File: src/hw/rtl/dlm_pkg.sv
// Shared types and codes for the dancing-links matrix core.
// Used by dlm_ctrl, dlm_dpath and dancing_links_matrix_core; no dependencies.
`timescale 1ns / 1ps

package dlm_pkg;

	localparam logic [2:0] OP_RESET  = 3'd0;
	localparam logic [2:0] OP_BEGIN  = 3'd1;
	localparam logic [2:0] OP_SET    = 3'd2;
	localparam logic [2:0] OP_HIDE   = 3'd3;
	localparam logic [2:0] OP_UNHIDE = 3'd4;
	localparam logic [2:0] OP_READ   = 3'd5;

	localparam logic [2:0] ST_OK        = 3'd0;
	localparam logic [2:0] ST_POOL_FULL = 3'd1;
	localparam logic [2:0] ST_BAD_COL   = 3'd2;
	localparam logic [2:0] ST_BAD_NODE  = 3'd3;
	localparam logic [2:0] ST_BAD_CFG   = 3'd4;

	localparam logic CFG_PRIMARY   = 1'b0;
	localparam logic CFG_SECONDARY = 1'b1;

	localparam int          CNT_W    = 11;
	localparam logic [10:0] ROWS_MAX = 11'h7FF;

	typedef struct packed {
		logic [2:0]  opcode;
		logic [5:0]  column;
		logic [10:0] node_index;
		logic [31:0] row_tag;
	} item_t;

	typedef struct packed {
		logic [2:0]  status;
		logic [10:0] result_node;
		logic [10:0] link_up;
		logic [10:0] link_down;
		logic [10:0] link_left;
		logic [10:0] link_right;
		logic [6:0]  head_column;
		logic [31:0] tag_out;
		logic [10:0] column_count;
		logic [10:0] rows_total;
		logic [10:0] nodes_total;
	} result_t;

	typedef enum logic [4:0] {
		CMD_IDLE, CMD_SWEEP, CMD_DECODE, CMD_BEGIN,
		CMD_SET1, CMD_SET2, CMD_SET3,
		CMD_HID1, CMD_HID2, CMD_HID3,
		CMD_UNH1, CMD_UNH2, CMD_UNH3, CMD_UNH4,
		CMD_RD1, CMD_RD2, CMD_RD3,
		CMD_DONE
	} cmd_t;

	typedef struct packed {
		cmd_t step;
		logic load;
	} dp_cmd_t;

	typedef struct packed {
		logic [2:0] opcode;
		logic       pre_err;
		logic       walk_last;
		logic       sweep_last;
		logic       out_free;
	} dp_status_t;

endpackage

File: src/hw/rtl/dlm_ctrl.sv
// Controller state machine: sequences each operation's memory steps.
// Depends on dlm_pkg; drives dlm_dpath through dp_cmd_t.
`timescale 1ns / 1ps

module dlm_ctrl (
	input  logic                clk,
	input  logic                arst_n,
	input  logic                item_valid,
	output logic                item_stall,
	input  dlm_pkg::dp_status_t stat,
	output dlm_pkg::dp_cmd_t    cmd
);

	typedef enum logic [4:0] {
		S_IDLE, S_SWEEP, S_DECODE, S_BEGIN,
		S_SET1, S_SET2, S_SET3,
		S_HID1, S_HID2, S_HID3,
		S_UNH1, S_UNH2, S_UNH3, S_UNH4,
		S_RD1, S_RD2, S_RD3,
		S_DONE
	} state_t;

	state_t state_q;
	logic   sweep_op_q;

	assign item_stall = state_q != S_IDLE;

	always_comb begin
		cmd.load = item_valid && state_q == S_IDLE;
		unique case (state_q)
			S_IDLE:   cmd.step = dlm_pkg::CMD_IDLE;
			S_SWEEP:  cmd.step = dlm_pkg::CMD_SWEEP;
			S_DECODE: cmd.step = dlm_pkg::CMD_DECODE;
			S_BEGIN:  cmd.step = dlm_pkg::CMD_BEGIN;
			S_SET1:   cmd.step = dlm_pkg::CMD_SET1;
			S_SET2:   cmd.step = dlm_pkg::CMD_SET2;
			S_SET3:   cmd.step = dlm_pkg::CMD_SET3;
			S_HID1:   cmd.step = dlm_pkg::CMD_HID1;
			S_HID2:   cmd.step = dlm_pkg::CMD_HID2;
			S_HID3:   cmd.step = dlm_pkg::CMD_HID3;
			S_UNH1:   cmd.step = dlm_pkg::CMD_UNH1;
			S_UNH2:   cmd.step = dlm_pkg::CMD_UNH2;
			S_UNH3:   cmd.step = dlm_pkg::CMD_UNH3;
			S_UNH4:   cmd.step = dlm_pkg::CMD_UNH4;
			S_RD1:    cmd.step = dlm_pkg::CMD_RD1;
			S_RD2:    cmd.step = dlm_pkg::CMD_RD2;
			S_RD3:    cmd.step = dlm_pkg::CMD_RD3;
			S_DONE:   cmd.step = dlm_pkg::CMD_DONE;
			default:  cmd.step = dlm_pkg::CMD_IDLE;
		endcase
	end

	always_ff @(posedge clk or negedge arst_n) begin
		if (!arst_n) begin
			state_q    <= S_SWEEP;
			sweep_op_q <= 1'b0;
		end else begin
			unique case (state_q)
				S_IDLE: if (item_valid) state_q <= S_DECODE;
				S_SWEEP: begin
					if (stat.sweep_last) state_q <= sweep_op_q ? S_DONE : S_IDLE;
				end
				S_DECODE: begin
					if (stat.pre_err) begin
						state_q <= S_DONE;
					end else begin
						unique case (stat.opcode)
							dlm_pkg::OP_RESET: begin
								state_q    <= S_SWEEP;
								sweep_op_q <= 1'b1;
							end
							dlm_pkg::OP_BEGIN:  state_q <= S_BEGIN;
							dlm_pkg::OP_SET:    state_q <= S_SET1;
							dlm_pkg::OP_HIDE:   state_q <= S_HID1;
							dlm_pkg::OP_UNHIDE: state_q <= S_UNH1;
							dlm_pkg::OP_READ:   state_q <= S_RD1;
							default:            state_q <= S_DONE;
						endcase
					end
				end
				S_BEGIN: state_q <= S_DONE;
				S_SET1:  state_q <= S_SET2;
				S_SET2:  state_q <= S_SET3;
				S_SET3:  state_q <= S_DONE;
				S_HID1:  state_q <= S_HID2;
				S_HID2:  state_q <= S_HID3;
				S_HID3:  state_q <= stat.walk_last ? S_DONE : S_HID1;
				S_UNH1:  state_q <= S_UNH2;
				S_UNH2:  state_q <= S_UNH3;
				S_UNH3:  state_q <= S_UNH4;
				S_UNH4:  state_q <= stat.walk_last ? S_DONE : S_UNH1;
				S_RD1:   state_q <= S_RD2;
				S_RD2:   state_q <= S_RD3;
				S_RD3:   state_q <= S_DONE;
				S_DONE: begin
					sweep_op_q <= 1'b0;
					if (stat.out_free) state_q <= S_IDLE;
				end
				default: state_q <= S_IDLE;
			endcase
		end
	end

endmodule

File: config.mk
export PLATFORM = sky130hd
export DESIGN_NAME = dlm_ctrl
export DESIGN_NICKNAME = d
export VERILOG_FILES = /design/src/hw/rtl/dlm_pkg.sv /design/src/hw/rtl/dlm_ctrl.sv
export SDC_FILE = /design/constraint.sdc
export NUM_CORES = 1
export LEC_CHECK = 0
export ABC_AREA = 0
export BUFFER_PORTS_ARGS = -buffer_cell sky130_fd_sc_hd__buf_4
export CELL_PAD_IN_SITES_DETAIL_PLACEMENT = 0
export CELL_PAD_IN_SITES_GLOBAL_PLACEMENT = 1
export CORE_UTILIZATION = 36
export CTS_BUF_LIST = sky130_fd_sc_hd__clkbuf_16
export DETAILED_ROUTE_END_ITERATION = 8
export GPL_ROUTABILITY_DRIVEN = 0
export MAX_ROUTING_LAYER = met4
export PLACE_DENSITY_LB_ADDON = 0.1
export REMOVE_ABC_BUFFERS = 1
export SLEW_MARGIN = 0
export SYNTH_ARGS = -nofsm -noshare
export SYNTH_HDL_FRONTEND = slang
export SYNTH_SLANG_ARGS = --single-unit
File: constraint.sdc
create_clock -name clk -period 2.1 [get_ports clk]
set_input_delay 0.525 -clock clk [delete_from_list [all_inputs] [get_ports clk]]
set_output_delay 0.525 -clock clk [all_outputs]
set_load 0.005 [all_outputs]
==> run_results.csv, run 1 <==
group,metric,value,unit
cts,cts_buffer_depth,2,
synth,netlist_area,646,µm²
synth,synth-compound-area-share,28.7,%
synth,synth_top_family_by_area,"compound AO/OA/AOI/OAI gates",
synth,synthesis.instances,82,
drt,drtPass1Iterations,4,
place,dp_hpwl,1240,µm
cts,clk_transition_reported_paths,0.04,ns
cells_and_area,diodes,0,
drt,drt_wl_total,1650,µm
synth,muxShareOfSynthArea,3.29,%
synth,synthXorXnorAreaFrac,1.36,%
critical_path,ff2ff_setup_slack,0.34,ns
sta,fmax,495,MHz
cts,cts.sinks,6,
place,port_buffers,16,
cts,cts_setup_buffers,0,
cts,cts_buffers,3,
cts,tritoncts,"yes",
critical_path,path_class,"reg2out",
drt,avgRoutedWirePerCell,13.3,µm
pwr,internal-power,759,µW
global_route,grtUsageMet3,4.49,%
pwr,combPwrFrac,56.5,%
cells_and_area,nFillCells,168,
drt,post-route-drc-count,0,
critical_path,cp_max_fo,9,
cts,cts-root-buf,"clkbuf_16",
global_route,gr-usage-all-layers,19.7,%
synth,ys_types,35,
synth,yosysWarnings,0,
drt,num_vias,672,
sta,skew,0.000417,ns
sta,period_share,96.2,%
sta,tns,0,ns
critical_path,cp-start-kind,"flop",
cts,cts_hold_buf,0,
pwr,power_leakage,0.370,nW
global_route,grt_use_met1,26.3,%
sta,drv_slew,0,
pwr,power.density,1490,nW/µm²
sta,rsz0062_at_grt,"false",
global_route,grt_max_degree,19,
sta,whs,0.101,ns
pwr,seq_power_share,18.4,%
cells_and_area,layout-drive-gt1-share,33.0,%
cts,clkLatencyLatePin,0.23,ns
cells_and_area,synthToLayoutAreaGrowth,29.8,%
cells_and_area,final_common_cell,"buf_4",
synth,yosysTopAreaCell,"dfrtp_1",
sta,finalHoldViolCount,0,
min_path,hold_path.class,"in2async",
die,ios,17,
global_route,overflow,0,
cells_and_area,final_cell_mix,"20 x buf_4, 9 x inv_1, 7 x a21oi_1, 6 x nor2_1",
pwr,swShare,39.3,%
drt,ant_nets,0,
cts,h-tree-depth,1,
pwr,p_sw,491,µW
synth,synth_top_area_share,19.4,%
die,die_y,44.4,µm
die,start_util,40.5,%
global_route,use_met2,30.0,%
synth,ys_seq_area_share,23.4,%
cells_and_area,fin_nets,111,
global_route,grt_pass1_wl,2850,µm
synth,synthSimpleGateAreaFrac,28.3,%
synth,synth_adder_area_share,0,%
die,dieWidth,44.4,µm
synth,ys_seq_elements,6,
drt,via_per_inst,5.42,
die,num_rows,14,
sta,max-slew-margin-rel,60.2,%
pwr,clkPwrFrac,25.1,%
die,dieArea,1970,µm²
run_status,status,"finished clean",
synth,synth_area_per_cell,7.87,µm²
die,core_area,1590,µm²
synth,synthTopCellsByArea,"dfrtp_1 19%, buf_6 7.0%, a21oi_1 5.4%",
global_route,antenna_found_initial,0,
sta,setup_viol,0,
sta,worstMarginPinSlew,0.591,ns
critical_path,worstPathRequired,1.57,ns
cts,cts_resized,0,
critical_path,end_kind,"output pin",
drt,drt_iter0_drc,18,
global_route,top_usage_layer,"met2",
sta,period_minus_slack,2.02,ns
run,maxCapViolCount,0,
pwr,ir_drop,876,µV
critical_path,crit_arrival,1.50,ns
global_route,grt_pass1_vias,654,
==> cell type report <==
cell class	count	area, µm²	share of cell area, %
Tap cell	24	30.0	3.58
Sequential cell	6	151	18.1
Inverter	8	30.0	3.58
Multi-Input combinational cell	62	398	47.5
Clock buffer	3	75.1	8.96
Timing Repair Buffer	20	150	17.9
Clock inverter	1	3.75	0.448
==> routing by layer <==
| metal | vias up | share of wire, % |
|---|---|---|
| met5 | - | 0 |
| met4 | 0 | 0 |
| met3 | 0 | 3.7 |
| met2 | 21 | 47 |
| met1 | 311 | 50 |
| li1 | 340 | - |
==> logic make-up (layout without fill, tap and decap cells) <==
group | Yosys count | count (layout)
AO/OA/AOI/OAI | 27 | 27
multiplexers | 2 | 2
buffers and inverters | 14 | 32
AND/OR/NAND/NOR | 32 | 32
flip-flops | 6 | 6
XOR/XNOR | 1 | 1
==> power by group through the flow <==
stage	combinational, mW	clock (mW)	sequential (mW)
2_1_floorplan	0.419	0	0.256
3_3_place_gp	0.707	0	0.228
3_5_place_dp	0.701	0	0.230
4_1_cts	0.705	0.320	0.229
5_1_grt	0.783	0.327	0.239
6_report	0.706	0.314	0.230
==> path summary, 6_finish.rpt <==
path | from | end | depth (start not counted)
hold / removal | arst_n | sweep_op_q | 1
setup / recovery | state_q[1] | cmd[1] | 3
hold reg to reg | sweep_op_q | sweep_op_q | 2
max in group asynchronous | arst_n | state_q[0] | 1
min in group clk | stat[0] | state_q[4] | 2
setup reg to reg | state_q[3] | state_q[0] | 5
==> through the flow <==
stage	std cells	utilization (%)	area (µm²)	setup WS [ns]	power, mW
finish	124	52.6	838	0.0796	1.25
global route	124	52.6	838	0.00387	1.35
CTS	124	52.6	838	0.0715	1.25
detailed placement	120	47.6	759	0.316	0.931
global placement	120	47.6	759	0.330	0.936
floorplan	76	-	579	0.404	0.675
==> state kept, by name, summed over array words and instances, names as in the netlist <==
signal	flops
sweep_op_q	1
state_q	5
==> cells in the mapped netlist <==
library cell  n
nor2_1        6
and3_1        2
nand2_1       5
a31oi_1       5
nor3_1        3
and2b_2       1
o22ai_2       1
and4b_2       1
or2b_1        1
mux2i_1       1
nor2b_1       2
a311oi_2      1
a21oi_1       7
mux2_2        1
a22oi_1       1
a211oi_1      3
o311a_2       1
clkbuf_8      1
or2_4         1
o31ai_1       1
nand3_1       3
dfrtp_1       5
nand4_1       1
xnor2_1       1
dfstp_2       1
nor4_1        3
or4_1         1
o21ai_0       5
a221oi_1      1
buf_6         4
buf_4         1
a31o_1        1
inv_1         8
nor3_2        1
or3_2         1
==> critical path: stages, from the launching register on <==
cell and delay, ns:
dfrtp_1 0.45, or3_2 0.53, a21oi_1 0.16, buf_4 0.12
Power figures use the tool's default switching activity.
==> run 2, diff against run 1 <==
Settings changed: SETUP_SLACK_MARGIN from default to 0.3.
==> run_results.csv, run 2 (synthesis results as in run 1) <==
group,metric,value,unit
cells_and_area,seq_area,155,µm²
sta,skew,0.000921,ns
drt,drt_wl_total,1750,µm
die,dieArea,1970,µm²
global_route,antenna_found_initial,0,
place,dp.cells,120,
critical_path,cp_max_fo,3,
drt,via_per_inst,5.25,
run_status,status,"finished clean",
sta,max-slew-margin-rel,72.2,%
cts,cts_buffers,3,
critical_path,path_class,"reg2out",
cts,tritoncts,"yes",
critical_path,reg2regPathDepth,6,
pwr,ir_drop,884,µV
cells_and_area,final_cell_mix,"25 x buf_4, 8 x inv_1, 6 x a21oi_1",
global_route,overflow,0,
cells_and_area,final_common_cell,"buf_4",
critical_path,regToRegEndpoint,"state_q[0]",
die,start_util,40.5,%
sta,period_minus_slack,1.79,ns
sta,rsz0062_at_grt,"true",
cells_and_area,layout-drive-gt1-share,46.2,%
pwr,power_leakage,0.405,nW
die,dieWidth,44.4,µm
drt,drtPass1Iterations,4,
global_route,grt_max_degree,19,
sta,finalHoldViolCount,0,
place,placed_area,759,µm²
die,die_y,44.4,µm
critical_path,end_kind,"output pin",
cells_and_area,reg_top3,"state_q x5, sweep_op_q x1",
sta,tns,0,ns
cts,clkLatencyLatePin,0.23,ns
cts,cts_hold_buf,0,
cells_and_area,diodes,0,
critical_path,r2r_start,"state_q[1]",
drt,avgRoutedWirePerCell,13.4,µm
sta,fmax,558,MHz
drt,drt_iter0_drc,15,
sta,worstMarginPinSlew,0.413,ns
sta,setup_viol,0,
drt,num_vias,683,
cts,h-tree-depth,1,
min_path,hold_path.class,"in2async",
drt,post-route-drc-count,0,
cells_and_area,multi_input_area,433,µm²
critical_path,crit_end,"cmd[5]",
critical_path,crit_start,"state_q[3]",
sta,drv_slew,0,
drt,ant_nets,0,
global_route,gr-usage-all-layers,20.9,%
place,dp_hpwl,1240,µm
critical_path,ff2ff_setup_slack,0.38,ns
cells_and_area,final_util,58.1,%
pwr,power.density,1500,nW/µm²
cells_and_area,top_register,"state_q",
cells_and_area,synthToLayoutAreaGrowth,43.4,%
critical_path,cp-start-kind,"flop",
cells_and_area,largest_reg_flops,5,
cells_and_area,stdcell_area,926,µm²
cells_and_area,nFillCells,151,
cts,clk_transition_reported_paths,0.04,ns
critical_path,worstPathRequired,1.57,ns
cts,cts_buffer_depth,2,
cts,cts.sinks,6,
cts,cts-root-buf,"clkbuf_16",
place,port_buffers,16,
die,num_rows,14,
cells_and_area,fin_cells,130,
critical_path,crit_arrival,1.27,ns
sta,period_share,85.4,%
die,core_area,1590,µm²
global_route,grt_pass1_vias,679,
cells_and_area,fin_nets,117,
run,maxCapViolCount,0,
die,ios,17,
global_route,grt_pass1_wl,3020,µm
run 2: timing repair:
| action | 4_1_cts | 5_1_grt |
|---|---|---|
| gates resized for setup | 8 | 5 |
| setup endpoints to repair | 3 | 8 |
| buffers inserted | 6 | 0 |
| pin swaps | 3 | 4 |
run 2: worst max-delay path, cell delays in order (launching register included):
cell and delay (ns):
dfrtp_2 0.40, or3_4 0.40, nor2_2 0.11, buf_4 0.12
run 2: metrics by stage:
step / hold slack [ns] / setup WS [ns] / total power, mW
2_1_floorplan: 0.229 / 0.404 / 0.675
3_3_place_gp: 0.338 / 0.330 / 0.936
3_5_place_dp: 0.339 / 0.316 / 0.931
4_1_cts: 0.0991 / 0.307 / 1.37
5_1_grt: 0.103 / 0.264 / 1.50
6_report: 0.101 / 0.308 / 1.39
run 2: how the worst min path moves through the flow:
stage / startpoint / slack (ns) / depth (start not counted) / endpoint
after CTS: arst_n / 0.1 / 1 / state_q[1]
after global routing: arst_n / 0.10 / 1 / state_q[3]
after floorplan: arst_n / 0.23 / 0 / state_q[1]
after detailed placement: arst_n / 0.34 / 1 / sweep_op_q
final: arst_n / 0.10 / 1 / sweep_op_q
after global placement: arst_n / 0.34 / 1 / sweep_op_q
run 2: final cells by class:
class                           count  share of cell area [%]
Inverter                            8                    3.24
Clock inverter                      1                   0.405
Timing Repair Buffer               26                    21.5
Tap cell                           24                    3.24
Multi-Input combinational cell     62                    46.8
Sequential cell                     6                    16.8
Clock buffer                        3                    8.11
run 2: where the power goes:
part	internal (mW)	switching [mW]	total [mW]
clock	0.247	0.0680	0.315
combinational	0.437	0.438	0.875
sequential	0.170	0.0314	0.202
run 2: routing by layer:
layer	vias to the layer above	track usage, %	wire length (µm)
met5	-	-	0
met1	306	28.6	880
met2	21	31.8	799
met3	0	4.08	66
met4	0	4.85	0
li1	356	-	-
==> run 3, diff against run 2 <==
Settings changed: ABC_AREA 0 to 1, CORE_UTILIZATION 36 to 33.
==> run_results.csv, run 3 <==
group,metric,value,unit
sta,tns,0,ns
critical_path,worstPathRequired,1.57,ns
cells_and_area,fin_nets,153,
place,placed_area,806,µm²
synth,synth_flop_cell,"dfrtp_1",
synth,yosysTopAreaCell,"dfrtp_1",
drt,drt_iter0_drc,24,
drt,drtPass1Iterations,4,
pwr,combPwrFrac,61.3,%
sta,fmax,555,MHz
die,dieArea,2140,µm²
global_route,overflow,0,
run,maxCapViolCount,0,
cells_and_area,nFillCells,190,
critical_path,reg2regPathDepth,9,
pwr,clkPwrFrac,21.7,%
sta,period_share,85.8,%
run_status,status,"finished clean",
place,dp_hpwl,1460,µm
cells_and_area,largest_reg_flops,5,
cts,cts.sinks,6,
pwr,power_leakage,0.527,nW
cts,clk_transition_reported_paths,0.04,ns
critical_path,cp-start-kind,"flop",
drt,drt_wl_total,2060,µm
synth,ys_async_sr_fraction,100,%
cells_and_area,stdcell_area,975,µm²
cts,clkLatencyLatePin,0.23,ns
place,port_buffers,16,
synth,synthTopCellsByArea,"dfrtp_1 19%, nand2_1 17%, nand3_1 13%",
sta,drv_slew,0,
sta,whs,0.0977,ns
pwr,power.density,1500,nW/µm²
sta,worstMarginPinSlew,0.265,ns
die,core_area,1780,µm²
synth,synth_top_area_share,19.3,%
cells_and_area,reg_top3,"state_q x5, sweep_op_q x1",
critical_path,max_stage_delay,0.62,ns
cts,h-tree-depth,1,
cells_and_area,final_cell_mix,"26 x nand2_1, 23 x buf_4, 17 x nor2_1, 17 x nand3_1, 16 x inv_1",
global_route,gr-usage-all-layers,22.0,%
global_route,grt_max_degree,9,
synth,synthTopCellsByCount,"30 x nand2_1, 19 x nor2_1, 18 x inv_1, 17 x nand3_1",
pwr,ir_drop,634,µV
global_route,grt_pass1_vias,748,
pwr,internal-power,800,µW
cts,cts-root-buf,"clkbuf_16",
cells_and_area,layout-drive-gt1-share,37.3,%
drt,post-route-drc-count,0,
critical_path,worst-path-buf-inv,2,
critical_path,cp_max_fo,5,
critical_path,crit_chain,"nor2_4 > nand2_2 > nor2_4 > inv_2 > nor2_1 > buf_4",
critical_path,end_kind,"output pin",
global_route,antenna_found_initial,0,
die,start_util,36.3,%
synth,synth_area_per_cell,5.67,µm²
cells_and_area,top_register,"state_q",
cells_and_area,synthToLayoutAreaGrowth,50.7,%
sta,setup_viol,0,
synth,netlist_area,647,µm²
sta,skew,0.00129,ns
cts,tritoncts,"yes",
pwr,swShare,45.3,%
min_path,hold_path.class,"in2async",
synth,yosysWarnings,0,
critical_path,crit_top_cell,"nor2_4",
pwr,p_sw,661,µW
critical_path,path_class,"reg2out",
synth,synth_edf_count,0,
drt,ant_nets,0,
critical_path,crit_cells,6,
cts,cts_buffers,3,
die,dieWidth,46.3,µm
sta,rsz0062_at_grt,"true",
critical_path,slowest_stage,"dfstp_2",
pwr,seq_power_share,17.1,%
critical_path,crit_arrival,1.28,ns
drt,num_vias,845,
cells_and_area,final_common_cell,"nand2_1",
sta,period_minus_slack,1.80,ns
global_route,grt_pass1_wl,3250,µm
drt,avgRoutedWirePerCell,12.3,µm
sta,finalHoldViolCount,0,
synth,ys_types,19,
critical_path,critical_path.top_delay_family,"flip-flops",
synth,ys_seq_area_share,23.4,%
synth,synth.most_common_cell,"nand2_1",
drt,via_per_inst,5.06,
sta,max-slew-margin-rel,82.3,%
cts,cts_hold_buf,0,
cells_and_area,final_util,54.7,%
synth,synthesis.instances,114,
synth,ys_seq_elements,6,
die,num_rows,15,
cts,cts_buffer_depth,2,
die,ios,17,
die,die_y,46.3,µm
cells_and_area,diodes,0,
-- run 3: changes by cell type after synthesis, moves of 4 or more --
cell | previous run | this run
a21oi_1 | 7 | 3
a31oi_1 | 5 | 0
buf_6 | 4 | 0
inv_1 | 8 | 18
nand2_1 | 5 | 30
nand3_1 | 3 | 17
nor2_1 | 6 | 19
nor2_2 | 0 | 5
o21ai_0 | 5 | 1
-- run 3: cell type report --
type	instances	area (µm²)	area share (%)
clock buffer	3	75.1	7.70
clock inverter	1	3.75	0.385
inverter	21	83.8	8.60
multi-input combinational	87	442	45.3
sequential	6	155	15.9
tap	25	31.3	3.21
timing repair buffer	24	184	18.9
-- run 3: power groups by stage --
stage	Combinational, mW	Clock [mW]	Sequential [mW]
final	0.895	0.317	0.249
after global routing	0.992	0.323	0.254
after CTS	0.767	0.319	0.236
after detailed placement	0.690	0	0.238
after global placement	0.697	0	0.238
after floorplan	0.453	0	0.225
-- run 3: routing by layer --
layer	wire [µm]	GRT usage, %	vias to the layer above	part of all wire, %
met2	1010	33.5	28	49
met5	0	-	-	0
met4	41	8.82	0	2.0
met1	909	28.6	398	44
met3	96	3.92	4	4.7
li1	-	-	415	-
-- run 3: path summary, 6_finish.rpt --
check	slack (ns)	from	end
setup / recovery	0.30	state_q[0]	cmd[0]
hold / removal	0.1	arst_n	state_q[2]
setup reg to reg	0.51	state_q[4]	state_q[4]
max in group asynchronous	1.80	arst_n	state_q[0]
min in group clk	0.54	sweep_op_q	sweep_op_q
hold reg to reg	0.54	sweep_op_q	sweep_op_q
-- run 3: cells by family (layout without fill, tap and decap cells) --
| group | count (synthesis) | after routing | synth area share [%] |
|---|---|---|---|
| buf+inv | 21 | 49 | 12.2 |
| simple gates | 79 | 79 | 56.5 |
| compound gates | 8 | 8 | 7.93 |
| flops | 6 | 6 | 23.4 |
-- run 3: through the flow --
stage / setup slack, ns / power [mW] / cells
detailed placement: 0.339 / 0.928 / 156
global route: 0.268 / 1.57 / 167
finish: 0.298 / 1.46 / 167
global placement: 0.374 / 0.935 / 156
CTS: 0.296 / 1.32 / 162
floorplan: 0.528 / 0.678 / 114
-- run 3: repair_timing --
item | 4_1_cts | 5_1_grt
buffers inserted | 2 | 5
resized for setup | 7 | 10
endpoints found under the setup margin | 2 | 4
pin swaps | 1 | 4
-- run 3: worst reg2reg max path: cells and delay by family, from the launching register on --
family | cells | cell delay, ns
simple gates | 6 | 0.74
flops | 1 | 0.44
buf+inv | 3 | 0.31
